File: src/design/pvadd_pkg.sv
// Package for the polar vector adder: beat types, pipeline word types,
// number formats and the CORDIC arctangent table. Depends on nothing.
package pvadd_pkg;

   localparam int CORDIC_STAGES_DEF = 16;
   localparam int MAX_STAGES        = 24;

   // Datapath widths: lengths in Q16.14 with headroom for the CORDIC gain
   // of both passes, angles in 32-bit turns with two guard bits.
   localparam int XW = 36;
   localparam int ZW = 34;

   localparam logic signed [ZW-1:0] QUARTER_TURN = ZW'(64'sh4000_0000);
   localparam logic signed [ZW-1:0] HALF_TURN    = ZW'(64'sh8000_0000);
   localparam logic [30:0]          GAIN_COMP    = 31'd1583795508;
   localparam logic [16:0]          LEN_MAX      = 17'h1_FFFF;

   typedef struct packed {
      logic signed [15:0] angle_a;
      logic        [15:0] length_a;
      logic signed [15:0] angle_b;
      logic        [15:0] length_b;
   } req_type;

   typedef struct packed {
      logic        [16:0] sum_length;
      logic signed [15:0] sum_angle;
   } rsp_type;

   typedef struct packed {
      logic signed [XW-1:0] x_a;
      logic signed [XW-1:0] y_a;
      logic signed [ZW-1:0] z_a;
      logic signed [XW-1:0] x_b;
      logic signed [XW-1:0] y_b;
      logic signed [ZW-1:0] z_b;
   } rot_type;

   typedef struct packed {
      logic signed [XW-1:0] x;
      logic signed [XW-1:0] y;
      logic signed [ZW-1:0] z;
   } vec_type;

   // round(2^32 * atan(2^-i) / (2*pi)); entries past the table read as zero.
   function automatic logic [31:0] atan_entry(input int unsigned idx);
      logic [31:0] val;
      unique case (idx)
         0:  val = 32'd536870912;
         1:  val = 32'd316933406;
         2:  val = 32'd167458907;
         3:  val = 32'd85004756;
         4:  val = 32'd42667331;
         5:  val = 32'd21354465;
         6:  val = 32'd10679838;
         7:  val = 32'd5340245;
         8:  val = 32'd2670163;
         9:  val = 32'd1335087;
         10: val = 32'd667544;
         11: val = 32'd333772;
         12: val = 32'd166886;
         13: val = 32'd83443;
         14: val = 32'd41722;
         15: val = 32'd20861;
         16: val = 32'd10430;
         17: val = 32'd5215;
         18: val = 32'd2608;
         19: val = 32'd1304;
         20: val = 32'd652;
         21: val = 32'd326;
         22: val = 32'd163;
         23: val = 32'd81;
         default: val = 32'd0;
      endcase
      return val;
   endfunction

endpackage

File: src/design/pvadd_vec_cell.sv
// One vectoring-mode CORDIC cell, driving y of the summed vector to zero.
// Depends on pvadd_pkg.
module pvadd_vec_cell #(
   parameter int IDX = 0
) (
   input  logic              clock,
   input  logic              reset,
   input  logic              in_valid,
   output logic              in_ready,
   input  pvadd_pkg::vec_type in_data,
   output logic              out_valid,
   input  logic              out_ready,
   output pvadd_pkg::vec_type out_data
);

   localparam logic signed [pvadd_pkg::ZW-1:0] ATAN =
      pvadd_pkg::ZW'(pvadd_pkg::atan_entry(IDX));

   logic               valid_ff;
   pvadd_pkg::vec_type data_ff;
   pvadd_pkg::vec_type data_in;

   assign in_ready  = !valid_ff || out_ready;
   assign out_valid = valid_ff;
   assign out_data  = data_ff;

   always_comb begin
      if (in_data.y[pvadd_pkg::XW-1]) begin
         data_in.x = in_data.x - (in_data.y >>> IDX);
         data_in.y = in_data.y + (in_data.x >>> IDX);
         data_in.z = in_data.z - ATAN;
      end else begin
         data_in.x = in_data.x + (in_data.y >>> IDX);
         data_in.y = in_data.y - (in_data.x >>> IDX);
         data_in.z = in_data.z + ATAN;
      end
   end

   always_ff @(posedge clock) begin
      if (reset) begin
         valid_ff <= 1'b0;
      end else if (in_ready) begin
         valid_ff <= in_valid;
      end
   end

   always_ff @(posedge clock) begin
      if (in_ready && in_valid) begin
         data_ff <= data_in;
      end
   end

endmodule

File: config.mk
export PLATFORM = sky130hd
export DESIGN_NAME = pvadd_vec_cell
export DESIGN_NICKNAME = d
export VERILOG_FILES = /design/src/design/pvadd_pkg.sv /design/src/design/pvadd_vec_cell.sv
export SDC_FILE = /design/constraint.sdc
export NUM_CORES = 1
export LEC_CHECK = 0
export BUFFER_PORTS_ARGS = -buffer_cell sky130_fd_sc_hd__buf_4
export CORE_MARGIN = 3
export CORE_UTILIZATION = 40
export CTS_CLUSTER_SIZE = 25
export DETAILED_ROUTE_END_ITERATION = 8
export SLEW_MARGIN = 25
export SYNTH_ARGS = -nofsm -noshare
export SYNTH_HDL_FRONTEND = slang
export SYNTH_SLANG_ARGS = --single-unit
File: constraint.sdc
create_clock -name clock -period 12.1 [get_ports clock]
set_input_delay 3.63 -clock clock [delete_from_list [all_inputs] [get_ports clock]]
set_output_delay 3.63 -clock clock [all_outputs]
set_load 0.02 [all_outputs]
# Word-level counts from Yosys, hierarchy flattened
# Cells that the tools add are included.
# W data, S select, Z words.
[classes]
n_addsub = 5
n_reduce_logical = 3
mux = 1
[ops]
columns = ["op", "count"]
rows = [
  ["$mux W106", 1],
  ["$sub A36 B36 Y36", 2],
  ["$add A36 B36 Y36", 1],
  ["$add A34 B31 Y34 const B", 1],
  ["$sub A34 B31 Y34 const B", 1],
  ["$logic_and A1 B1 Y1", 1],
  ["$logic_not A1 Y1", 1],
  ["$logic_or A1 B1 Y1", 1],
]
[word_totals]
regBits = 107
out_inout_bits = 108
inputBits = 110
elab_cells = 13

# Logic depth before layout (Yosys ltp)
[depth]
ltp_word = 3
depth_mapped = 13

# Worst setup path after synthesis
# Ideal clock, no wire load.
[synth_path]
kind = "input -> output"
from = "input out_ready"
to = "output in_ready"
t_arrival_ps = 3861
t_required_ps = 8470
n_path_buf = 0
stages = 1
slack_ps = 4609
cell_sequence = "nand2b_1"
[synth_via]
elab_chain_len = 1
[synth_rtl]
columns = ["item", "line", "source"]
rows = [
  ["from (decl)", "pvadd_vec_cell.sv:12", "input logic out_ready,"],
  ["$logic_or A1 B1 Y1", "pvadd_vec_cell.sv:23", "assign in_ready = !valid_ff || out_ready;"],
  ["to (decl)", "pvadd_vec_cell.sv:9", "output logic in_ready,"],
]
# Every way passes these cells.

# Final worst setup path
# Ends and elaborated chain as after synthesis.

==> out/results.ini <==
[status]
outcome = completed

[synthesis]
synth_top_area_share_pct = 31.8
synthArstFlopShare_pct = 0
yosysMostFrequentCell = a21oi_1
synth_edf_count = 105
synth_nets = 1355
yosysSeqAreaShare_pct = 32.0
dominantRegCellSynth = edfxtp_1
synth_warnings = 0
mappedNetlistArea_sq_um = 9900
ys_top_cells_by_count = a21oi_1, ha_1, inv_1
synth_area_leaders = edfxtp_1, ha_1, a21oi_1, xnor2_1, inv_1
synth_area_per_cell_sq_um = 8.77
yosysTopAreaCell = edfxtp_1
yosysUniqueCellTypes = 74
netlist_instances = 1129
synth-seq-cells = 106

[clock_network]
cts_resized = 0
clock_latency_ns = 0.37
cts_made_buffers = 9
cts_tree = yes
clk_pin_slew_worst_paths_ns = 0.08
h-tree-depth = 3
cts_sinks = 106
cts_buffer_depth = 2
ctsHoldBuffers = 0
root_buffer = clkbuf_16
cts_setup_buffers = 0

[route]
first_iter_violations = 897
vias = 9205
via_per_inst = 5.64
routed_wl_um = 31100
route.detailed.drc = 0
detail-route-antenna-nets = 0
dr.pass1.iters = 5
post_drt_wl_per_cell_um = 19.1

[grt]
grt-ovfl-total = 0
grt_pass1_vias = 8732
grt_max_degree = 79
antenna_found_initial = 0
grt_pass1_wl_um = 47900
grt_use_total_pct = 22.6

[floorplan]
io_pins = 218
dieArea_sq_um = 26700
row_count = 56
die_y_um = 163
die_x_um = 163
fp.coreArea_sq_um = 23900
initial_core_util_pct = 41.4

[timing]
holdWs_ns = 0.532
max_freq_mhz = 130
tightest_slew_ns = 1.09
period_needed_ns = 7.70
setup_slack_ns = 4.40
fin_skew_ns = 0.0149
timing.final.hold_violations = 0
rsz0062_at_grt = no
slew_headroom_pct = 26.7
setup_violations = 0
period_share_pct = 63.6
tns_ns = 0
slew_violations = 0

[run]
cap_viol_max_count = 0

[worst_setup_path]
critical_path_arrival_ns = 4.07
required_ns = 8.47
path_class = input port to output pin
cp_max_fo = 3
critPathLaunchType = input port
crit_path_end_kind = output pin

[cells_and_area]
nNetsFinal = 1535
post_route_cells_drive_above_1_share_pct = 19.5
diodes = 0
syn2layout_area_growth_pct = 21.8

[place]
finalWeightedCongestion = 0.918
io_buffers = 217
dp_hpwl_um = 24400
pre_cts_ws_ns = 4.40

[power_and_ir_drop]
p_per_area_nw_per_um2 = 110
p_leak_nw = 5.36
power_mw = 1.32
ir_drop_uv = 57.7

[worst_hold_path]
min_path_type = flop to flop

-- through the flow --
step	utilization, %	area [sq um]	instances
2_1_floorplan	-	9900	1129
6_report	50.5	12100	1633
5_1_grt	50.5	12100	1633
4_1_cts	50.5	12100	1633
3_3_place_gp	49.2	11700	1617
3_5_place_dp	49.2	11700	1617
-- area by class of cell --
type | count | area [sq um]
Timing Repair Buffer | 220 | 1650
Sequential cell | 106 | 3170
Tap cell | 319 | 399
Inverter | 116 | 435
Fill cell | 2325 | 11800
Clock inverter | 7 | 86.3
Clock buffer | 9 | 225
Multi-Input combinational cell | 856 | 6090
-- state kept, by name, indices dropped and copies added, names as in the netlist --
register	cells
out_valid	1
out_data	105
-- cells in the final DEF, fill, tap and decap left out, types with 15 or more instances in the layout --
master and count:
o21ai_0 57, mux2i_1 24, ha_1 112, nand2b_1 18
nor2b_1 23, a31oi_1 15, o21bai_1 26, nand2_1 57
nor3_1 23, nor2_1 73, xnor2_1 59, inv_1 107
buf_4 220, nand3_1 20, a21oi_1 116, a21o_1 29
edfxtp_1 105, o21ai_1 35
-- worst paths after layout --
| kind | from | endpoint | slack (ns) | cells past startpoint |
|---|---|---|---|---|
| min | out_valid | out_valid | 0.53 | 2 |
| min reg2reg | out_valid | out_valid | 0.53 | 2 |
| max reg2reg | out_valid | out_data[19] | 10.01 | 3 |
| max | out_ready | in_ready | 4.40 | 3 |
-- worst max-delay path, stage by stage --
cell and delay [ns]:
buf_4 0.11, nand2b_1 0.16, buf_4 0.17
-- report_power, final --
group | switching (mW) | internal, mW
Clock | 0.169 | 0.148
Sequential | 0.0128 | 0.465
Combinational | 0.321 | 0.206
-- kinds of logic (layout without fill, tap and decap cells) --
family / after synthesis / after routing / synth area share, %
AND/OR/NAND/NOR: 279 / 279 / 14.3
flip-flops: 106 / 106 / 32.0
adder cells (fa/ha/maj): 116 / 116 / 15.0
AO/OA/AOI/OAI: 367 / 367 / 23.6
XOR/XNOR: 70 / 70 / 6.19
multiplexers: 24 / 24 / 2.43
buffers and inverters: 167 / 352 / 6.50
-- layer usage --
metal  routed length (um)  vias to the layer above  share of wire [%]  GRT usage (%)
li1                     -                     4419                  -              -
met1                14300                     4329                 46           33.1
met2                13700                      410                 44           34.3
met3                 2540                       47                8.2           4.34
met4                  562                        0                1.8           5.84
met5                    0                        -                  0              0
Note: power is estimated with default switching activity, not from simulation.
