<file path="src/design/pvadd_pkg.sv">
// Package for the polar vector adder: beat types, pipeline word types,
// number formats and the CORDIC arctangent table. Depends on nothing.
package pvadd_pkg;

   localparam int CORDIC_STAGES_DEF = 16;
   localparam int MAX_STAGES        = 24;

   // Datapath widths: lengths in Q16.14 with headroom for the CORDIC gain
   // of both passes, angles in 32-bit turns with two guard bits.
   localparam int XW = 36;
   localparam int ZW = 34;

   localparam logic signed [ZW-1:0] QUARTER_TURN = ZW'(64'sh4000_0000);
   localparam logic signed [ZW-1:0] HALF_TURN    = ZW'(64'sh8000_0000);
   localparam logic [30:0]          GAIN_COMP    = 31'd1583795508;
   localparam logic [16:0]          LEN_MAX      = 17'h1_FFFF;

   typedef struct packed {
      logic signed [15:0] angle_a;
      logic        [15:0] length_a;
      logic signed [15:0] angle_b;
      logic        [15:0] length_b;
   } req_type;

   typedef struct packed {
      logic        [16:0] sum_length;
      logic signed [15:0] sum_angle;
   } rsp_type;

   typedef struct packed {
      logic signed [XW-1:0] x_a;
      logic signed [XW-1:0] y_a;
      logic signed [ZW-1:0] z_a;
      logic signed [XW-1:0] x_b;
      logic signed [XW-1:0] y_b;
      logic signed [ZW-1:0] z_b;
   } rot_type;

   typedef struct packed {
      logic signed [XW-1:0] x;
      logic signed [XW-1:0] y;
      logic signed [ZW-1:0] z;
   } vec_type;

   // round(2^32 * atan(2^-i) / (2*pi)); entries past the table read as zero.
   function automatic logic [31:0] atan_entry(input int unsigned idx);
      logic [31:0] val;
      unique case (idx)
         0:  val = 32'd536870912;
         1:  val = 32'd316933406;
         2:  val = 32'd167458907;
         3:  val = 32'd85004756;
         4:  val = 32'd42667331;
         5:  val = 32'd21354465;
         6:  val = 32'd10679838;
         7:  val = 32'd5340245;
         8:  val = 32'd2670163;
         9:  val = 32'd1335087;
         10: val = 32'd667544;
         11: val = 32'd333772;
         12: val = 32'd166886;
         13: val = 32'd83443;
         14: val = 32'd41722;
         15: val = 32'd20861;
         16: val = 32'd10430;
         17: val = 32'd5215;
         18: val = 32'd2608;
         19: val = 32'd1304;
         20: val = 32'd652;
         21: val = 32'd326;
         22: val = 32'd163;
         23: val = 32'd81;
         default: val = 32'd0;
      endcase
      return val;
   endfunction

endpackage

</file>
<file path="src/design/pvadd_rot_cell.sv">
// One rotation-mode CORDIC cell, stepping both input vectors at once.
// Depends on pvadd_pkg.
module pvadd_rot_cell #(
   parameter int IDX = 0
) (
   input  logic              clock,
   input  logic              reset,
   input  logic              in_valid,
   output logic              in_ready,
   input  pvadd_pkg::rot_type in_data,
   output logic              out_valid,
   input  logic              out_ready,
   output pvadd_pkg::rot_type out_data
);

   localparam logic signed [pvadd_pkg::ZW-1:0] ATAN =
      pvadd_pkg::ZW'(pvadd_pkg::atan_entry(IDX));

   logic               valid_ff;
   pvadd_pkg::rot_type data_ff;
   pvadd_pkg::rot_type data_in;

   assign in_ready  = !valid_ff || out_ready;
   assign out_valid = valid_ff;
   assign out_data  = data_ff;

   always_comb begin
      data_in = in_data;
      if (!in_data.z_a[pvadd_pkg::ZW-1]) begin
         data_in.x_a = in_data.x_a - (in_data.y_a >>> IDX);
         data_in.y_a = in_data.y_a + (in_data.x_a >>> IDX);
         data_in.z_a = in_data.z_a - ATAN;
      end else begin
         data_in.x_a = in_data.x_a + (in_data.y_a >>> IDX);
         data_in.y_a = in_data.y_a - (in_data.x_a >>> IDX);
         data_in.z_a = in_data.z_a + ATAN;
      end
      if (!in_data.z_b[pvadd_pkg::ZW-1]) begin
         data_in.x_b = in_data.x_b - (in_data.y_b >>> IDX);
         data_in.y_b = in_data.y_b + (in_data.x_b >>> IDX);
         data_in.z_b = in_data.z_b - ATAN;
      end else begin
         data_in.x_b = in_data.x_b + (in_data.y_b >>> IDX);
         data_in.y_b = in_data.y_b - (in_data.x_b >>> IDX);
         data_in.z_b = in_data.z_b + ATAN;
      end
   end

   always_ff @(posedge clock) begin
      if (reset) begin
         valid_ff <= 1'b0;
      end else if (in_ready) begin
         valid_ff <= in_valid;
      end
   end

   always_ff @(posedge clock) begin
      if (in_ready && in_valid) begin
         data_ff <= data_in;
      end
   end

endmodule

</file>
<file path="config.mk">
export PLATFORM = sky130hd
export DESIGN_NAME = pvadd_rot_cell
export DESIGN_NICKNAME = d
export VERILOG_FILES = /design/src/design/pvadd_pkg.sv /design/src/design/pvadd_rot_cell.sv
export SDC_FILE = /design/constraint.sdc
export NUM_CORES = 1
export LEC_CHECK = 0
export BUFFER_PORTS_ARGS = -buffer_cell sky130_fd_sc_hd__buf_4
export CAP_MARGIN = 20
export CORE_MARGIN = 2
export CORE_UTILIZATION = 25
export CTS_CLUSTER_SIZE = 10
export DETAILED_ROUTE_END_ITERATION = 6
export SYNTH_ARGS = -nofsm -noshare
export SYNTH_HDL_FRONTEND = slang
export SYNTH_SLANG_ARGS = --single-unit
</file>
<file path="constraint.sdc">
create_clock -name clock -period 7.2 [get_ports clock]
set_input_delay 0 -clock clock [delete_from_list [all_inputs] [get_ports clock]]
set_output_delay 0 -clock clock [all_outputs]
set_load 0.01 [all_outputs]
</file>
# Word level (Yosys, flattened, before mapping)
# Cells that the tools add are included.
# op_classes
magnitude_cmp	0
eq_ne	0
bitwise_logic	0
n_shift	0
reduce_logical	3
n_mux	2
multipliers	0
div	0
addsub	10
# ops
cell	count
$mux W106	2
$sub A36 B36 Y36	4
$add A36 B36 Y36	2
$add A34 B31 Y34 const B	2
$sub A34 B31 Y34 const B	2
$logic_and A1 B1 Y1	1
$logic_not A1 Y1	1
$logic_or A1 B1 Y1	1
# word_totals
in_bits	216
latch_bits	0
output_inout_bits	214
n_memories	0
romBits	0
ramBits	0
ff_bits	213

# Longest topological paths before layout
# depth
depth_word	3
mapped_depth	13
depth_no_buf	12

# Worst setup path after synthesis
# Ideal clock, no wire load.
# synth_path
path_type	register to register
startpoint	reg valid_ff (netlist: out_valid)
endpoint	reg data_ff, in the netlist out_data[0] (enable)
stages_incl_launch_ff	3
required_time_ns	6.603
path_slack_ns	1.291
n_path_buf	0
arrival_time_ns	5.311
setup_ns	0.597
cell_sequence	dfxtp_1 nand2b_1 and2_1
# synth_between
elab_chain_len	3
# synth_rtl
item	line_no	rtl
start, declared	pvadd_rot_cell.sv:19	logic valid_ff;
start signal, assigned	pvadd_rot_cell.sv:53	valid_ff <= in_valid;
$logic_not A1 Y1	pvadd_rot_cell.sv:23	assign in_ready = !valid_ff || out_ready;
$logic_or A1 B1 Y1	pvadd_rot_cell.sv:23	
named net in_ready	pvadd_rot_cell.sv:9	output logic in_ready,
$logic_and A1 B1 Y1	pvadd_rot_cell.sv:58	if (in_ready && in_valid) begin
end signal, assigned	pvadd_rot_cell.sv:59	data_ff <= data_in;
end, declared	pvadd_rot_cell.sv:20	pvadd_pkg::rot_type data_ff;
# The timed path passes the listed nets, and every way through them passes these cells.
# A chain may end at the register's enable or synchronous reset.

==> summary.txt <==
Worst setup path
  – Worst-path maximum fanout: 5
  – Crit path kind: input port to register
  – Setup crit end kind: register
  – CP required: 7.54 ns
  – FF-to-FF setup slack: around 5 ns
  – Crit start category: input port
  – Cells on worst reg2reg path: 3
  – Worst EP arrival: about 3.6 ns

Die
  – FP Rows: between 100 and 150
  – Initial core utilization: 25.34%
  – Die Width: between 200 and 300 um
  – Die Area: 79610 um^2
  – Die height: between 200 and 300 um
  – I/O pins: 430
  – Core Area: 76330 um^2

Logic synthesis
  – Top-area cell type share of the netlist area: between 30 and 40%
  – Register area share after synthesis: approximately a third
  – Most common flop cell mapped by yosys: edfxtp_1
  – Ys async rst share: 0%
  – Syn_area_per_cell: between 8 and 9 um^2
  – Dominant cell type by area after synthesis: edfxtp_1
  – Post-synthesis cell area: 19340 um^2
  – Yosys reg bits: between 200 and 250
  – Largest family of logic cells by synthesized area: compound AO/OA/AOI/OAI gates
  – Top cells by area, synth: edfxtp_1, ha_1, a21oi_1
  – Post-Synth Adder-Cell Area: between 10% and 20%
  – Synth Area in Simple Gates: between 10% and 20%
  – Distinct cell type count after synthesis: 92
  – Post-synthesis mux area share: under 10%
  – Post-synth EDFFs: 210
  – Count leader, synth: a21oi_1
  – Yosys warning count: 0
  – Post-synth top cells: a21oi_1, inv_1, ha_1
  – Syn Inst Count: around 2200
  – Post-Synth XOR/XNOR Area: about 6.5%
  – Syn Nets: 2663
  – Synth Area in Compound Gates: 25.70%

STA
  – Max transition margin: 33.35%
  – Clock skew: roughly 0.0089 ns
  – Unrepaired setup endpoints after global routing: no
  – Final setup TNS: 0 ns
  – Final setup vio count: 0
  – Fin Hold WS: 0.04377 ns
  – Final period util: a little under half
  – Min Tclk post-route: approximately 3.3 ns
  – Max-slew violation count: 0
  – Least-Margin Pin Slew: a little under 1 ns
  – FMAX: a little over 0.3 GHz
  – Fin. Hold Viols: 0

Layout
  – Layout Nets: between 3000 and 4000
  – Area Growth Syn to Fin: 30.98%
  – Final cell count without fillers: about 3700
  – Share of post-route cells with drive strength above 1: 19.37%
  – FILL cells: about 8000

Placement
  – Dpl hpwl: 60650 um
  – Placed instance count: 3592
  – GPL Wtd Cong: around 1.0
  – I/O Buffers: 429

Clock network
  – CTS hold repair buffers: 85
  – CTS buffer count: 30
  – CTS tree: built
  – H-Tree Depth: 1
  – PostCTS Resize Cnt: 0
  – Clk Tree Root Cell: clkbuf_16
  – CTS sink count: between 200 and 250
  – Post-CTS setup buffer count: 0
  – Clock Latency Late Sink: roughly 0.6 ns
  – CTS max path bufs: 3
  – Clk pin slew, worst setup/hold paths: 0.06 ns

Drt
  – DRC: 0
  – Via count: ~19000
  – Detail Route Antenna Nets: 0
  – Routed Wire Length: about 77000 um
  – Routed len/inst: 20.58 um
  – Initial DRC Count: ~1500
  – Vias/cell: around 5
  – DRT Pass-1 Iters: 6

Status
  – Status: completed

GRT
  – Largest net degree at the start of global routing: 86
  – Number of antenna violations at the first check in global routing: 4
  – Via count of the first global-routing pass: roughly 19000
  – Grt ovf: 0
  – First-pass GRT wire length: 111600 um
  – Gr usage total: around 18%

Pwr
  – Internal power: approximately 0.0032 W
  – Max IR drop VDD: approximately 0.18 mV
  – Sequential power share: 33.1%
  – Sw Pwr: between 0.0015 and 0.002 W
  – Sw frac: 34.78%
  – Pwr dens: approximately 190 nW/um^2
  – Combinational power share: roughly 36%
  – Part of the power in the clock network: between 30% and 40%
  – Leak pwr: roughly 11 nW

Run
  – Max-cap violations: 0

Worst hold path
  – Hold WC Path Type: input port to register
  – Worst hold stages: 4
state kept, by name (all words and copies together), names as in the netlist:
register	count
out_data	210
out_valid	1
power groups by stage:
stage | Sequential [W] | Combinational, W | Clock (W)
2_1_floorplan | 0.00171 | 0.000926 | 0
3_5_place_dp | 0.00163 | 0.00169 | 0
6_report | 0.00161 | 0.00176 | 0.00150
5_1_grt | 0.00162 | 0.00189 | 0.00160
4_1_cts | 0.00161 | 0.00174 | 0.00156
3_3_place_gp | 0.00163 | 0.00170 | 0
final cells by class:
type / instances / area [um^2] / area share [%]
Multi-Input combinational cell: 1685 / 11750 / 46.39
Sequential cell: 211 / 6326 / 24.97
Timing Repair Buffer: 521 / 4124 / 16.28
Tap cell: 1030 / 1289 / 5.087
Inverter: 230 / 863.3 / 3.408
Clock buffer: 37 / 777.0 / 3.067
Clock inverter: 16 / 195.2 / 0.7704
Antenna cell: 3 / 7.507 / 0.02963
kinds of logic after synthesis:
logic type	Yosys count
and+or+nand+nor	510
AOI/OAI and AO/OA	784
DFF	211
buffers and inverters	327
xor gates and xnor gates	143
muxes	24
adders and majority gates	224
worst max-delay path, cell delays in order:
cell,delay (ns)
dlygate4sd3_1,0.53
buf_4,0.15
inv_1,0.08
ha_1,0.32
nor2b_1,0.16
o31a_1,0.30
o211ai_1,0.41
nand2_1,0.16
a21oi_1,0.48
o21ai_0,0.25
a211oi_1,0.28
a21oi_1,0.08
xnor2_1,0.41
placed cells by master, fill, tap and decap left out, types with 18 or more instances in the layout:
cell	n
a21o_1	53
o21ai_0	153
nand3_1	41
nand2_1	114
xor2_1	20
nor2b_1	24
edfxtp_1	210
nor3_1	43
clkbuf_16	30
inv_1	220
mux2i_1	22
nand4_1	21
a21oi_1	289
ha_1	216
o211ai_1	24
xnor2_1	122
a31oi_1	18
o31ai_1	24
nor2_1	183
buf_4	436
o21a_1	27
dlygate4sd3_1	85
o21bai_1	56
final timing paths:
check                              start                      end
setup / recovery            in_data[141]  out_data[197]$_DFFE_PP_
hold / removal               in_data[69]  out_data[105]$_DFFE_PP_
setup reg to reg  out_valid$_SDFFE_PP0N_  out_data[154]$_DFFE_PP_
hold reg to reg   out_valid$_SDFFE_PP0N_    out_data[4]$_DFFE_PP_
layer usage:
layer / vias up / GRT usage [%] / share of wire [%]
li1: 8911 / - / -
met1: 8866 / 21.65 / 40
met2: 795 / 32.78 / 50
met3: 150 / 2.643 / 6.8
met4: 2 / 7.041 / 4.0
met5: - / 0 / 0.014
stage by stage:
stage / worst slack (ns) / instance area [um^2] / utilization, % / power, W
2_1_floorplan: 1.291 / 19340 / - / 0.002633
3_3_place_gp: 3.600 / 23500 / 30.79 / 0.003334
3_5_place_dp: 3.547 / 23500 / 30.79 / 0.003323
4_1_cts: 4.016 / 25330 / 33.18 / 0.004918
5_1_grt: 3.709 / 25330 / 33.19 / 0.005120
6_report: 3.921 / 25330 / 33.19 / 0.004863
Power figures use the tool's default switching activity.
